==> config.mk <==
export PLATFORM = sky130hd
export DESIGN_NAME = jtag_shift_command_encoder_flat
export DESIGN_NICKNAME = d
export VERILOG_FILES = /design/src/design/jsce_pkg.sv /design/src/design/jsce_if.sv /design/src/design/jtag_shift_command_encoder.sv /design/src/design/jsce_front.sv /design/src/design/jsce_queue.sv /design/src/design/jsce_back.sv /design/src/flat_wrapper.sv
export SDC_FILE = /design/constraint.sdc
export NUM_CORES = 1
export LEC_CHECK = 0
export BUFFER_PORTS_ARGS = -buffer_cell sky130_fd_sc_hd__clkbuf_2
export CAP_MARGIN = 10
export CORE_MARGIN = 10
export CORE_UTILIZATION = 47
export DETAILED_ROUTE_END_ITERATION = 8
export GPL_TIMING_DRIVEN = 0
export PLACE_DENSITY_LB_ADDON = 0.15
export SETUP_SLACK_MARGIN = 0.02
export SYNTH_ARGS = -nofsm -noshare
export SYNTH_HDL_FRONTEND = slang
export SYNTH_SLANG_ARGS = --single-unit
==> constraint.sdc <==
create_clock -name i_clk -period 11.2 [get_ports i_clk]
set_input_delay 0.56 -clock i_clk [delete_from_list [all_inputs] [get_ports i_clk]]
set_output_delay 0.56 -clock i_clk [all_outputs]
set_load 0.01 [all_outputs]
==> src/design/jsce_pkg.sv <==
// ----------------------------------------------------------------------------
// jsce_pkg
// Shared constants, opcodes and the job record passed from the front end to
// the byte sequencer of the JTAG shift command encoder.
// ----------------------------------------------------------------------------
package jsce_pkg;

    localparam int BLOCK_BYTES = 4096;
    localparam int COUNT_BITS  = 20;
    localparam int BLOCK_BITS  = BLOCK_BYTES * 8;
    localparam int BIR_W       = $clog2(BLOCK_BYTES);
    localparam int LEN_W       = 16;

    localparam int MAX_RES     = 7;
    localparam int RES_CNT_W   = 3;

    localparam int QUEUE_DEPTH = 4;
    localparam int QPTR_W      = $clog2(QUEUE_DEPTH);
    localparam int QCNT_W      = QPTR_W + 1;

    // item modes
    localparam logic MODE_BEGIN = 1'b0;
    localparam logic MODE_DATA  = 1'b1;

    // run kinds
    localparam logic [1:0] RUN_BLOCK = 2'd0;
    localparam logic [1:0] RUN_BYTES = 2'd1;
    localparam logic [1:0] RUN_FINAL = 2'd2;

    // serial engine opcodes
    localparam logic [7:0] OP_BYTES_RD = 8'h39;
    localparam logic [7:0] OP_BYTES_WR = 8'h19;
    localparam logic [7:0] OP_BITS_RD  = 8'h3b;
    localparam logic [7:0] OP_BITS_WR  = 8'h1b;
    localparam logic [7:0] OP_TMS_RD   = 8'h6b;
    localparam logic [7:0] OP_TMS_WR   = 8'h4b;
    localparam logic [7:0] CMD_FLUSH   = 8'h87;
    localparam logic [7:0] BYTE_MASK   = 8'hFF;
    localparam logic [7:0] NB_MASK     = 8'h0F;
    localparam logic [7:0] LASTBIT_FLG = 8'h80;

    typedef struct packed {
        logic [MAX_RES-1:0][7:0] bytes;
        logic [RES_CNT_W-1:0]    count;
        logic                    err;
    } t_job;

endpackage

==> src/design/jsce_if.sv <==
// ----------------------------------------------------------------------------
// jsce_if
// Valid/ready channels carrying shift requests in and command bytes out.
// ----------------------------------------------------------------------------
interface jsce_in_if import jsce_pkg::*; ();
    logic                  valid;
    logic                  ready;
    logic                  mode;
    logic [COUNT_BITS-1:0] bit_count;
    logic                  read_en;
    logic                  end_tms;
    logic [7:0]            data_byte;

    modport source (output valid, mode, bit_count, read_en, end_tms, data_byte,
                    input ready);
    modport sink   (input valid, mode, bit_count, read_en, end_tms, data_byte,
                    output ready);
endinterface

interface jsce_out_if ();
    logic       valid;
    logic       ready;
    logic [7:0] cmd_byte;
    logic       error;
    logic       last;

    modport source (output valid, cmd_byte, error, last, input ready);
    modport sink   (input valid, cmd_byte, error, last, output ready);
endinterface

==> src/design/jtag_shift_command_encoder.sv <==
// ----------------------------------------------------------------------------
// jtag_shift_command_encoder
// Encodes one JTAG data shift into serial-engine command bytes.
// ----------------------------------------------------------------------------
// A begin request opens a shift; each data request is then accepted and queued
// as a job of one to seven output bytes. While o_res.ready holds, the output
// emits one byte per cycle from a registered stage, so bursts of plain data
// bytes stream at one request per cycle, while requests that add a run header,
// a flush or the closing TMS command occupy the output for up to seven bytes;
// a four-entry job queue absorbs these and input stalls only once it fills.
// A request's job is written into the queue, then its first byte passes the
// registered output stage. Errors (data with no open shift, zero count, begin
// during a shift) produce a single byte of zero with error and last set.
// ----------------------------------------------------------------------------
module jtag_shift_command_encoder import jsce_pkg::*; (
    input  logic       i_clk,
    input  logic       i_rst_n,
    jsce_in_if.sink    i_cmd,
    jsce_out_if.source o_res
);

    logic push;
    logic pop;
    logic full;
    logic empty;
    t_job job_in;
    t_job job_head;

    jsce_front u_front (
        .i_clk   (i_clk),
        .i_rst_n (i_rst_n),
        .i_cmd   (i_cmd),
        .i_full  (full),
        .o_push  (push),
        .o_job   (job_in)
    );

    jsce_queue u_queue (
        .i_clk   (i_clk),
        .i_rst_n (i_rst_n),
        .i_push  (push),
        .i_job   (job_in),
        .i_pop   (pop),
        .o_full  (full),
        .o_empty (empty),
        .o_head  (job_head)
    );

    jsce_back u_back (
        .i_clk   (i_clk),
        .i_rst_n (i_rst_n),
        .i_empty (empty),
        .i_head  (job_head),
        .o_pop   (pop),
        .o_res   (o_res)
    );

endmodule

==> src/design/jsce_front.sv <==
// ----------------------------------------------------------------------------
// jsce_front
// Accepts requests, tracks the open shift and turns each request into a job
// holding every byte it must produce.
// ----------------------------------------------------------------------------
module jsce_front import jsce_pkg::*; (
    input  logic       i_clk,
    input  logic       i_rst_n,
    jsce_in_if.sink    i_cmd,
    input  logic       i_full,
    output logic       o_push,
    output t_job       o_job
);

    logic                  r_open,  n_open;
    logic [COUNT_BITS-1:0] r_bits,  n_bits;
    logic [BIR_W-1:0]      r_bir,   n_bir;
    logic [1:0]            r_kind,  n_kind;
    logic                  r_read,  n_read;
    logic                  r_tms,   n_tms;

    logic                  accept;
    t_job                  job;
    logic [RES_CNT_W-1:0]  k;
    logic [1:0]            kind;
    logic                  hdr;
    logic [LEN_W-1:0]      hdr_len;
    logic [31:0]           whole;
    logic [COUNT_BITS-1:0] bits_m8;
    logic [3:0]            nb;
    logic                  lastbit;

    assign i_cmd.ready = !i_full;
    assign accept      = i_cmd.valid && i_cmd.ready;
    assign o_push      = accept && (job.count != '0);
    assign o_job       = job;

    always_comb begin
        n_open  = r_open;
        n_bits  = r_bits;
        n_bir   = r_bir;
        n_kind  = r_kind;
        n_read  = r_read;
        n_tms   = r_tms;
        job     = '0;
        k       = '0;
        kind    = r_kind;
        hdr     = 1'b0;
        hdr_len = '0;
        bits_m8 = r_bits - COUNT_BITS'(8);
        whole   = 32'(r_bits >> 3) - ((r_bits[2:0] == 3'd0) ? 32'd1 : 32'd0) - 32'd1;
        nb      = 4'd1;
        lastbit = 1'b0;

        if (i_cmd.mode == MODE_BEGIN) begin
            n_open = 1'b0;
            if (i_cmd.bit_count != '0) begin
                n_open = 1'b1;
                n_bits = i_cmd.bit_count;
                n_bir  = '0;
                n_kind = RUN_BLOCK;
                n_read = i_cmd.read_en;
                n_tms  = i_cmd.end_tms;
            end
            if (r_open || (i_cmd.bit_count == '0)) begin
                job.count = RES_CNT_W'(1);
                job.err   = 1'b1;
            end
        end else if (!r_open) begin
            job.count = RES_CNT_W'(1);
            job.err   = 1'b1;
        end else begin
            // start of a run: pick block, byte run or the final byte
            if (r_bir == '0) begin
                if (32'(r_bits) > 32'(BLOCK_BITS)) begin
                    kind    = RUN_BLOCK;
                    hdr     = 1'b1;
                    hdr_len = LEN_W'(BLOCK_BYTES - 1);
                end else if (r_bits > COUNT_BITS'(8)) begin
                    kind    = RUN_BYTES;
                    hdr     = 1'b1;
                    hdr_len = whole[LEN_W-1:0];
                end else begin
                    kind    = RUN_FINAL;
                end
            end
            n_kind = kind;

            if (hdr) begin
                job.bytes[k] = r_read ? OP_BYTES_RD : OP_BYTES_WR;
                k            = k + RES_CNT_W'(1);
                job.bytes[k] = hdr_len[7:0] & BYTE_MASK;
                k            = k + RES_CNT_W'(1);
                job.bytes[k] = hdr_len[15:8] & BYTE_MASK;
                k            = k + RES_CNT_W'(1);
            end

            case (kind)
                RUN_BLOCK: begin
                    job.bytes[k] = i_cmd.data_byte;
                    k            = k + RES_CNT_W'(1);
                    n_bits       = bits_m8;
                    if (32'(r_bir) >= 32'(BLOCK_BYTES - 1)) begin
                        job.bytes[k] = CMD_FLUSH;
                        k            = k + RES_CNT_W'(1);
                        n_bir        = '0;
                    end else begin
                        n_bir = r_bir + BIR_W'(1);
                    end
                end
                RUN_BYTES: begin
                    job.bytes[k] = i_cmd.data_byte;
                    k            = k + RES_CNT_W'(1);
                    n_bits       = bits_m8;
                    if (bits_m8 <= COUNT_BITS'(8)) begin
                        n_bir = '0;
                    end else begin
                        n_bir = r_bir + BIR_W'(1);
                    end
                end
                default: begin
                    if (r_bits == '0) begin
                        nb = 4'd1;
                    end else if (r_bits > COUNT_BITS'(8)) begin
                        nb = 4'd8;
                    end else begin
                        nb = r_bits[3:0];
                    end
                    if (nb >= 4'd2) begin
                        job.bytes[k] = r_read ? OP_BITS_RD : OP_BITS_WR;
                        k            = k + RES_CNT_W'(1);
                        job.bytes[k] = {4'd0, nb - 4'd2} & NB_MASK;
                        k            = k + RES_CNT_W'(1);
                        job.bytes[k] = i_cmd.data_byte;
                        k            = k + RES_CNT_W'(1);
                    end
                    lastbit      = i_cmd.data_byte[3'(nb - 4'd1)];
                    job.bytes[k] = r_read ? OP_TMS_RD : OP_TMS_WR;
                    k            = k + RES_CNT_W'(1);
                    job.bytes[k] = 8'd0;
                    k            = k + RES_CNT_W'(1);
                    job.bytes[k] = (lastbit ? LASTBIT_FLG : 8'd0) | {7'd0, r_tms};
                    k            = k + RES_CNT_W'(1);
                    if (r_read) begin
                        job.bytes[k] = CMD_FLUSH;
                        k            = k + RES_CNT_W'(1);
                    end
                    n_open = 1'b0;
                    n_bits = '0;
                    n_bir  = '0;
                    n_kind = RUN_BLOCK;
                end
            endcase
            job.count = k;
            job.err   = 1'b0;
        end
    end

    always_ff @(posedge i_clk) begin
        if (!i_rst_n) begin
            r_open <= 1'b0;
            r_bits <= '0;
            r_bir  <= '0;
            r_kind <= RUN_BLOCK;
            r_read <= 1'b0;
            r_tms  <= 1'b0;
        end else if (accept) begin
            r_open <= n_open;
            r_bits <= n_bits;
            r_bir  <= n_bir;
            r_kind <= n_kind;
            r_read <= n_read;
            r_tms  <= n_tms;
        end
    end

endmodule

==> src/design/jsce_queue.sv <==
// ----------------------------------------------------------------------------
// jsce_queue
// Small job FIFO decoupling request intake from byte sequencing.
// ----------------------------------------------------------------------------
module jsce_queue import jsce_pkg::*; (
    input  logic i_clk,
    input  logic i_rst_n,
    input  logic i_push,
    input  t_job i_job,
    input  logic i_pop,
    output logic o_full,
    output logic o_empty,
    output t_job o_head
);

    t_job              mem [QUEUE_DEPTH];
    logic [QPTR_W-1:0] r_wptr, n_wptr;
    logic [QPTR_W-1:0] r_rptr, n_rptr;
    logic [QCNT_W-1:0] r_cnt,  n_cnt;

    assign o_full  = (r_cnt == QCNT_W'(QUEUE_DEPTH));
    assign o_empty = (r_cnt == '0);
    assign o_head  = mem[r_rptr];

    always_comb begin
        n_wptr = i_push ? r_wptr + QPTR_W'(1) : r_wptr;
        n_rptr = i_pop  ? r_rptr + QPTR_W'(1) : r_rptr;
        n_cnt  = r_cnt;
        if (i_push && !i_pop) begin
            n_cnt = r_cnt + QCNT_W'(1);
        end else if (!i_push && i_pop) begin
            n_cnt = r_cnt - QCNT_W'(1);
        end
    end

    always_ff @(posedge i_clk) begin
        if (i_push) begin
            mem[r_wptr] <= i_job;
        end
    end

    always_ff @(posedge i_clk) begin
        if (!i_rst_n) begin
            r_wptr <= '0;
            r_rptr <= '0;
            r_cnt  <= '0;
        end else begin
            r_wptr <= n_wptr;
            r_rptr <= n_rptr;
            r_cnt  <= n_cnt;
        end
    end

endmodule

==> src/design/jsce_back.sv <==
// ----------------------------------------------------------------------------
// jsce_back
// Walks the head job one byte per cycle, while the output is ready, into a registered output stage.
// ----------------------------------------------------------------------------
module jsce_back import jsce_pkg::*; (
    input  logic       i_clk,
    input  logic       i_rst_n,
    input  logic       i_empty,
    input  t_job       i_head,
    output logic       o_pop,
    jsce_out_if.source o_res
);

    logic                 r_valid;
    logic [7:0]           r_byte;
    logic                 r_err;
    logic                 r_last;
    logic [RES_CNT_W-1:0] r_idx;

    logic                 load;
    logic                 is_last;

    assign load    = (!r_valid || o_res.ready) && !i_empty;
    assign is_last = (r_idx == i_head.count - RES_CNT_W'(1));
    assign o_pop   = load && is_last;

    assign o_res.valid    = r_valid;
    assign o_res.cmd_byte = r_byte;
    assign o_res.error    = r_err;
    assign o_res.last     = r_last;

    always_ff @(posedge i_clk) begin
        if (!i_rst_n) begin
            r_valid <= 1'b0;
            r_idx   <= '0;
        end else begin
            if (load) begin
                r_valid <= 1'b1;
                r_idx   <= is_last ? '0 : r_idx + RES_CNT_W'(1);
            end else if (o_res.ready) begin
                r_valid <= 1'b0;
            end
        end
    end

    always_ff @(posedge i_clk) begin
        if (load) begin
            r_byte <= i_head.bytes[r_idx];
            r_err  <= i_head.err;
            r_last <= is_last;
        end
    end

endmodule
==> src/flat_wrapper.sv <==
// flat-port wrapper written by rule: the top's interface ports become plain ports
module jtag_shift_command_encoder_flat import jsce_pkg::*;
  (i_clk, i_rst_n, i_cmd_valid, i_cmd_mode, i_cmd_bit_count, i_cmd_read_en, i_cmd_end_tms, i_cmd_data_byte, i_cmd_ready, o_res_valid, o_res_cmd_byte, o_res_error, o_res_last, o_res_ready);
  jsce_in_if i_cmd_i ();
  jsce_out_if o_res_i ();
  input  logic i_clk;
  input  logic i_rst_n;
  input wire logic [$bits(i_cmd_i.valid)-1:0] i_cmd_valid;
  input wire logic [$bits(i_cmd_i.mode)-1:0] i_cmd_mode;
  input wire logic [$bits(i_cmd_i.bit_count)-1:0] i_cmd_bit_count;
  input wire logic [$bits(i_cmd_i.read_en)-1:0] i_cmd_read_en;
  input wire logic [$bits(i_cmd_i.end_tms)-1:0] i_cmd_end_tms;
  input wire logic [$bits(i_cmd_i.data_byte)-1:0] i_cmd_data_byte;
  output wire logic [$bits(i_cmd_i.ready)-1:0] i_cmd_ready;
  output wire logic [$bits(o_res_i.valid)-1:0] o_res_valid;
  output wire logic [$bits(o_res_i.cmd_byte)-1:0] o_res_cmd_byte;
  output wire logic [$bits(o_res_i.error)-1:0] o_res_error;
  output wire logic [$bits(o_res_i.last)-1:0] o_res_last;
  input wire logic [$bits(o_res_i.ready)-1:0] o_res_ready;
  assign i_cmd_i.valid = i_cmd_valid;
  assign i_cmd_i.mode = i_cmd_mode;
  assign i_cmd_i.bit_count = i_cmd_bit_count;
  assign i_cmd_i.read_en = i_cmd_read_en;
  assign i_cmd_i.end_tms = i_cmd_end_tms;
  assign i_cmd_i.data_byte = i_cmd_data_byte;
  assign i_cmd_ready = i_cmd_i.ready;
  assign o_res_valid = o_res_i.valid;
  assign o_res_cmd_byte = o_res_i.cmd_byte;
  assign o_res_error = o_res_i.error;
  assign o_res_last = o_res_i.last;
  assign o_res_i.ready = o_res_ready;
  jtag_shift_command_encoder u_core (.i_clk(i_clk), .i_rst_n(i_rst_n), .i_cmd(i_cmd_i), .o_res(o_res_i));
endmodule
==> results.md, run 1 <==
- TritonCTS clock tree: yes
- Hold buffer count at CTS: 0
- Fmax: 180 MHz
- Post-DP HPWL: 23900 microns
- TritonCTS buffer count: 30
- Register area share after synthesis: 59.7%
- Grt total ovfl: 0
- Pwr dens: 217 nW/um^2
- CP Launch Type: register
- Worst-path clk slew: 0.06 ns
- Setup TNS: 0 ns
- Crit path arrival time: 6.05 ns
- Mean Syn Cell Area: 13.6 sq um
- Critical path's most frequent cell: ha_1
- Fin Hold WS: 0.277 ns
- Worst setup margin: 5.64 ns
- Area Growth Syn to Fin: 13.4%
- Pre-CTS setup slack: 5.67 ns
- Proportion of layout cells with a drive suffix above 1: 19.0%
- Setup repair after global routing missed its margin: false
- Ant diodes: 0
- Final min period: 5.56 ns
- Tcrit/Tclk final: 49.6%
- DR vias: 8823
- Post-Synth XOR/XNOR Area: 2.05%
- Critical path, cell by cell: inv_1 -> ha_1 -> nor4b_1 -> o211a_4 -> and2_4 -> buf_6 -> nand2_1 -> inv_1 -> ha_1 -> nor4_1 -> nand2_4 -> ha_1 -> ha_1 -> a221oi_1 -> a211oi_1 -> a21o_1 -> a31oi_2 -> ha_1 -> inv_1 -> fa_1 -> xor2_1 -> or3_1 -> a21boi_0
- Routability cong.: 0.930
- Worst-path fanout max: 9
- Critical path endpoint category: register
- Synth top area cells: edfxtp_1, mux4_2, dfxtp_1, nand2_1, ha_1
- Starting density of the core: 47.5%
- Area leader, netlist: edfxtp_1
- Core ar.: 28700 sq um
- Total chip power: 3360 uW
- Vias per std cell: 5.82
- Largest family of logic cells by synthesized area: multiplexers
- Syn Inst Count: 1003
- Critical path class: register to register
- Adder-Cell Fraction of Synth Area: 2.35%
- Clk buf depth: 3
- Crit path from: u_core.u_front.r_bits[4]
- Final setup viols: 0
- Syn Std Cell Area: 13600 sq um
- Post-route cell area: 15500 sq um
- PortBufs: 45
- Max Cap Viol: 0
- Slew @ Worst Pin: 0.963 ns
- Sink Count: 288
- Drt drc: 0
- Post-synthesis mux area share: 12.6%
- Reg2reg start: u_core.u_front.r_bits[4]
- Status: complete, no violations
- Yosys warns: 0
- CTS Root Cell: clkbuf_16
- Slew headroom: 35.8%
- Synth Area in Simple Gates: 10.9%
- Vias in the first global route: 8779
- Crit path buffers/inverters: 4
- Worst skew pair latency: 0.56 ns
- Worst Skew: 0.0170 ns
- Initial antenna violation count: 0
- Top FF cell, synth: edfxtp_1
- Drt initial violations: 881
- EDFF count, synth: 238
- VDD IR-drop max: 124 uV
- Synth async-reset ratio: 0%
- WL final: 34300 microns
- Slowest-stage cell, CP: dfxtp_1
- Worst hold start: i_cmd_bit_count[1]
- Largest net degree at the start of global routing: 58
- Final-report hold violation count: 0
- Pins Over Slew Limit: 0
- Yosys reg bits: 288
- Compound-Gate Fraction of Synth Area: 9.38%
- Layout Nets: 1167
- Rows: 62
- Chip height: 190 microns
- Yosys top cell area share: 52.4%
- Cell family with most CP delay: adder cells
- H-tree levels: 1
- Io pins: 47
- Die area: 36200 sq um
- Post-CTS setup buffers: 0
- Post-route ant nets: 0
- Drt pass-1 iters: 6
- Type of the worst min-delay path: input pin to register
- WL/cell: 22.6 microns
- First-pass GRT wire length: 52400 microns
- Layout fillers: 2467
- Dpl cell area: 14500 sq um
- GRT Util Overall: 18.7%
- DIE WIDTH: 190 microns
- LEAKAGE: 0.00532 uW
- Crit-path max cell delay: 0.52 ns
- Synth cell types: 83
- Critical Path RT: 11.69 ns
- CTS resizes: 0
==> worst paths after layout <==
| check | to | slack [ns] | depth (start not counted) |
|---|---|---|---|
| max | u_core.u_queue.r_cnt[2] | 5.64 | 23 |
| min | u_core.u_front.r_bits[1] | 0.28 | 3 |
| max reg2reg | u_core.u_queue.r_cnt[2] | 5.64 | 23 |
| min reg2reg | u_core.u_back.o_res.valid | 0.49 | 2 |
==> power by group <==
group	switching (uW)	total (uW)	internal, uW
sequential	47.0	1340	1300
combinational	655	1090	435
clock	396	932	536
total	1100	3360	2270
==> registers in the layout (all words and copies together), names as in the netlist, 2 cells and up, named ones only <==
register and cells:
u_core.u_front.r_bir 12, u_core.u_front.r_bits 20, u_core.u_front.r_kind 2, u_core.u_queue.mem 228, u_core.u_back.r_idx 3, u_core.u_queue.r_wptr 2
u_core.u_back.o_res.cmd_byte 8, u_core.u_queue.r_cnt 3, u_core.u_queue.r_rptr 2
==> area by class of cell <==
| class | instances | area (sq um) | share of cell area (%) |
|---|---|---|---|
| inverter | 26 | 103 | 0.663 |
| clock buffer | 36 | 773 | 5.00 |
| tap | 384 | 480 | 3.11 |
| multi-input combinational | 652 | 5200 | 33.6 |
| buffer | 60 | 295 | 1.91 |
| clock inverter | 20 | 155 | 1.00 |
| sequential | 288 | 8150 | 52.7 |
| timing repair buffer | 49 | 323 | 2.09 |
==> cells by family after synthesis <==
family                   Yosys count
buffers and inverters             86
AO/OA/AOI/OAI                    190
XOR/XNOR                          32
AND/OR/NAND/NOR                  293
flip-flops                       288
other                              1
multiplexers                      88
adder cells (fa/ha/maj)           25
==> Yosys cell counts, drive strengths merged (7+ instances only) <==
| cell | n |
|---|---|
| a211oi | 8 |
| inv | 25 |
| nor2 | 66 |
| and2 | 18 |
| xor2 | 12 |
| a221oi | 7 |
| a21oi | 50 |
| o21a | 7 |
| mux2i | 16 |
| nand3 | 32 |
| a31oi | 9 |
| clkbuf | 38 |
| mux4 | 66 |
| buf | 22 |
| nor3 | 27 |
| a21boi | 8 |
| xnor2 | 20 |
| nor2b | 7 |
| ha | 24 |
| nand2 | 90 |
| nor4 | 14 |
| dfxtp | 50 |
| edfxtp | 238 |
| o21ai | 52 |
==> metal layers <==
metal,up-vias,global-route usage [%],share of wire [%]
met5,-,0,0
li1,4082,-,-
met2,273,31.6,49
met1,4427,25.2,44
met3,41,2.45,5.5
met4,0,4.21,1.7
==> layout by cell type (no fill, tap or decap), types with 20 or more instances in the layout <==
cell,netlist,final
a21oi_1,49,48
clkbuf_1,37,43
clkbuf_16,0,30
clkbuf_2,1,46
conb_1,1,24
dfxtp_1,50,50
edfxtp_1,238,238
ha_1,24,24
inv_1,25,25
mux4_2,65,65
nand2_1,89,89
nand3_1,32,32
nor2_1,63,63
nor3_1,24,24
o21ai_0,48,48
xnor2_1,20,20
==> worst register-to-register path: stages (launching register included) <==
cell,delay [ns]
dfxtp_1,0.52
inv_1,0.14
ha_1,0.19
nor4b_1,0.15
o211a_4,0.27
and2_4,0.14
buf_6,0.12
nand2_1,0.14
inv_1,0.06
ha_1,0.20
nor4_1,0.36
nand2_4,0.16
ha_1,0.33
ha_1,0.33
a221oi_1,0.33
a211oi_1,0.09
a21o_1,0.20
a31oi_2,0.42
ha_1,0.27
inv_1,0.06
fa_1,0.37
xor2_1,0.18
or3_1,0.30
a21boi_0,0.16
==> stage by stage <==
step / utilization (%) / std cells
final: 53.9 / 1515
after floorplan: - / 1026
after detailed placement: 50.7 / 1459
after global placement: 50.3 / 1455
after CTS: 53.9 / 1515
after global routing: 53.9 / 1515
Power figures use the tool's default switching activity.
==> inputs of run 2 (changes only) <==
- clock period: 11.2 -> 5.3 ns (I/O delays scaled with it)
==> run 2 against run 1 <==
Effect of this change: register-to-register slack worse by 5.3 ns; worst setup slack worse by 5.3 ns; utilization increased by 0.54 points; die area stayed put; non-clock buffer count up 8; combinational power up 110%; hold slack got worse by 0.27 ns; largest power group unchanged.
==> results.md, run 2 (synthesis gave the netlist of run 1 again) <==
- VDD IR-drop max: 277 uV (was 124 uV)
- GRT Util Overall: 18.8% (was 18.7%)
- Critical path endpoint category: register (unchanged)
- Drt drc: 0 (unchanged)
- TritonCTS clock tree: yes (unchanged)
- Tcrit/Tclk final: 94.2% (was 49.6%)
- Clock power frac: 28.3% (was 27.7%)
- PortBufs: 45 (unchanged)
- Largest net degree at the start of global routing: 56 (was 58)
- Non-filler instance count after layout: 1524 (was 1515)
- Sink Count: 288 (unchanged)
- Final min period: 4.99 ns (was 5.56 ns)
- Type of the worst min-delay path: input pin to register (unchanged)
- Crit path arrival time: 5.49 ns (was 6.05 ns)
- R2R depth: 20 (was 23)
- Crit-path max cell delay: 0.59 ns (was 0.52 ns)
- Starting density of the core: 47.5% (unchanged)
- Commonest non-fill, non-tap cell in the layout: edfxtp_1 (unchanged)
- Proportion of layout cells with a drive suffix above 1: 19.7% (was 19.0%)
- Critical path class: register to register (unchanged)
- Final setup viols: 0 (unchanged)
- H-tree levels: 1 (unchanged)
- TritonCTS buffer count: 30 (unchanged)
- Crit path buffers/inverters: 3 (was 4)
- Hold path cells: 3 (unchanged)
- Area occupied by multi-input gates: 5220 sq um (was 5200 sq um)
- Critical path's most frequent cell: ha_1 (unchanged)
- Initial antenna violation count: 1 (was 0)
- Core ar.: 28700 sq um (unchanged)
- Post-route ant nets: 0 (unchanged)
- Post-route cell area: 15600 sq um (was 15500 sq um)
- Switching pwr: 2300 uW (was 1100 uW)
- Max FFs per register: 228 (unchanged)
- R2R Setup Slk: 0.31 ns (was 5.64 ns)
- Cell family with most CP delay: adder cells (unchanged)
- Status: complete, no violations (unchanged)
- Slowest-stage cell, CP: or4_4 (was dfxtp_1)
- Pre-CTS setup slack: -0.227 ns (was 5.67 ns)
- Die area: 36200 sq um (unchanged)
- Worst-path fanout max: 9 (unchanged)
- Final-report hold violation count: 0 (unchanged)
- LEAKAGE: 0.00538 uW (was 0.00532 uW)
- Seq pwr share: 39.6% (was 39.9%)
- Reg area: 8150 sq um (about the same)
- Worst-path clk slew: 0.06 ns (about the same)
- Pins Over Slew Limit: 0 (unchanged)
- Worst skew pair latency: 0.57 ns (was 0.56 ns)
- Switching Fraction: 32.1% (was 32.6%)
- Area Growth Syn to Fin: 14.6% (was 13.4%)
- Critical path, cell by cell: buf_4 -> or4_4 -> nor2_4 -> o211a_4 -> inv_1 -> ha_1 -> nor4_4 -> nand2_4 -> ha_1 -> ha_1 -> a221oi_1 -> a211oi_1 -> a21o_1 -> a31oi_4 -> ha_2 -> inv_1 -> fa_1 -> xor2_1 -> or3_1 -> a21boi_0 (was inv_1 -> ha_1 -> nor4b_1 -> o211a_4 -> and2_4 -> buf_6 -> nand2_1 -> inv_1 -> ha_1 -> nor4_1 -> nand2_4 -> ha_1 -> ha_1 -> a221oi_1 -> a211oi_1 -> a21o_1 -> a31oi_2 -> ha_1 -> inv_1 -> fa_1 -> xor2_1 -> or3_1 -> a21boi_0)
- Largest regs: u_core.u_queue.mem (228), u_core.u_front.r_bits (20), u_core.u_front.r_bir (12) (unchanged)
- Dpl cell area: 14600 sq um (was 14500 sq um)
- Fmax: 200 MHz (was 180 MHz)
- Clk buf depth: 3 (unchanged)
- DR vias: 8851 (was 8823)
- Routability cong.: 0.927 (was 0.930)
- Slew @ Worst Pin: 0.932 ns (was 0.963 ns)
- Chip height: 190 microns (unchanged)
- CTS Root Cell: clkbuf_16 (unchanged)
- WL/cell: 22.5 microns (was 22.6 microns)
- Comb power frac: 32.1% (was 32.4%)
- WL final: 34300 microns (about the same)
- Vias per std cell: 5.81 (was 5.82)
- Layout Nets: 1175 (was 1167)
- DIE WIDTH: 190 microns (unchanged)
- First-pass GRT wire length: 52700 microns (was 52400 microns)
- Slew headroom: 37.9% (was 35.8%)
- P_int: 4860 uW (was 2270 uW)
- Pwr dens: 459 nW/um^2 (was 217 nW/um^2)
- Critical path depth in cells: 20 (was 23)
- Post-DP HPWL: 24100 microns (was 23900 microns)
- Drt pass-1 iters: 5 (was 6)
- Worst Skew: 0.0374 ns (was 0.0170 ns)
- Rows: 62 (unchanged)
- Cells after DPL: 1460 (was 1459)
- Setup repair after global routing missed its margin: false (unchanged)
- Drt initial violations: 825 (was 881)
- Setup TNS: 0 ns (unchanged)
- Layout fillers: 2476 (was 2467)
- Most frequent cells in the layout: edfxtp_1, nand2_1, mux4_2 (unchanged)
- Worst setup margin: 0.306 ns (was 5.64 ns)
- Max Cap Viol: 0 (unchanged)
- Critical Path RT: 5.79 ns (was 11.69 ns)
- Io pins: 47 (unchanged)
- Grt total ovfl: 0 (unchanged)
- CP Launch Type: register (unchanged)
- Top reg by flops: u_core.u_queue.mem (unchanged)
- Vias in the first global route: 8875 (was 8779)
[run 2: cell types whose count changed in the layout (fill, tap and decap cells not counted), moves of 2 or more]
| cell | previous run | this run |
|---|---|---|
| dlygate4sd3_1 | 0 | 4 |
| clkbuf_1 | 43 | 45 |
| clkinv_1 | 10 | 6 |
| clkbuf_8 | 0 | 4 |
| buf_4 | 4 | 7 |
| clkinv_2 | 5 | 3 |
[run 2: power groups by stage]
stage / combinational [uW] / sequential [uW] / clock (uW)
floorplan: 1580 / 2880 / 0
global placement: 2230 / 2890 / 0
detailed placement: 2290 / 2890 / 0
CTS: 2300 / 2840 / 2070
global route: 2510 / 2860 / 2170
finish: 2300 / 2840 / 2030
[run 2: area by class of cell]
| class | count | area share, % |
|---|---|---|
| diodes | 1 | 0.0160 |
| plain buffers | 60 | 1.90 |
| clock buffers | 43 | 5.37 |
| clock inverters | 13 | 0.776 |
| inverters | 26 | 0.656 |
| multi-input cells | 652 | 33.4 |
| flip-flops and latches | 288 | 52.2 |
| well taps | 384 | 3.07 |
| repair buffers | 57 | 2.64 |
[run 2: tightest hold or removal path, stage by stage]
cell      delay [ns]
clkbuf_2        0.11
mux2i_1         0.07
nor2b_1         0.09
[run 2: worst paths after layout]
path	to	from
setup reg to reg	u_core.u_queue.r_cnt[2]	u_core.u_front.r_bits[3]
hold reg to reg	u_core.u_back.o_res.valid	u_core.u_back.o_res.valid
setup / recovery	u_core.u_queue.r_cnt[2]	u_core.u_front.r_bits[3]
hold / removal	u_core.u_front.r_tms	i_cmd_end_tms
[run 2: stage by stage]
stage / util [%] / hold WS [ns] / total power, uW
after floorplan: - / 0.410 / 4460
after global placement: 50.3 / 0.472 / 5110
after detailed placement: 50.8 / 0.490 / 5170
after CTS: 54.3 / 0.00482 / 7210
after global routing: 54.4 / 0.00646 / 7540
final: 54.5 / 0.00865 / 7170
[run 2: timing repair]
action / 4_1_cts / 5_1_grt
hold endpoints to repair: 4 / 0
gates resized for setup: 2 / 6
buffers inserted: 0 / 3
pin swaps: 0 / 1
setup endpoints to repair: 1 / 2
hold buffers: 4 / 0
[run 2: per-layer routing]
| metal | GRT usage, % | part of all wire (%) |
|---|---|---|
| met2 | 31.6 | 49 |
| met1 | 25.0 | 43 |
| met5 | 0 | 0 |
| met4 | 5.15 | 2.4 |
| met3 | 2.72 | 5.5 |
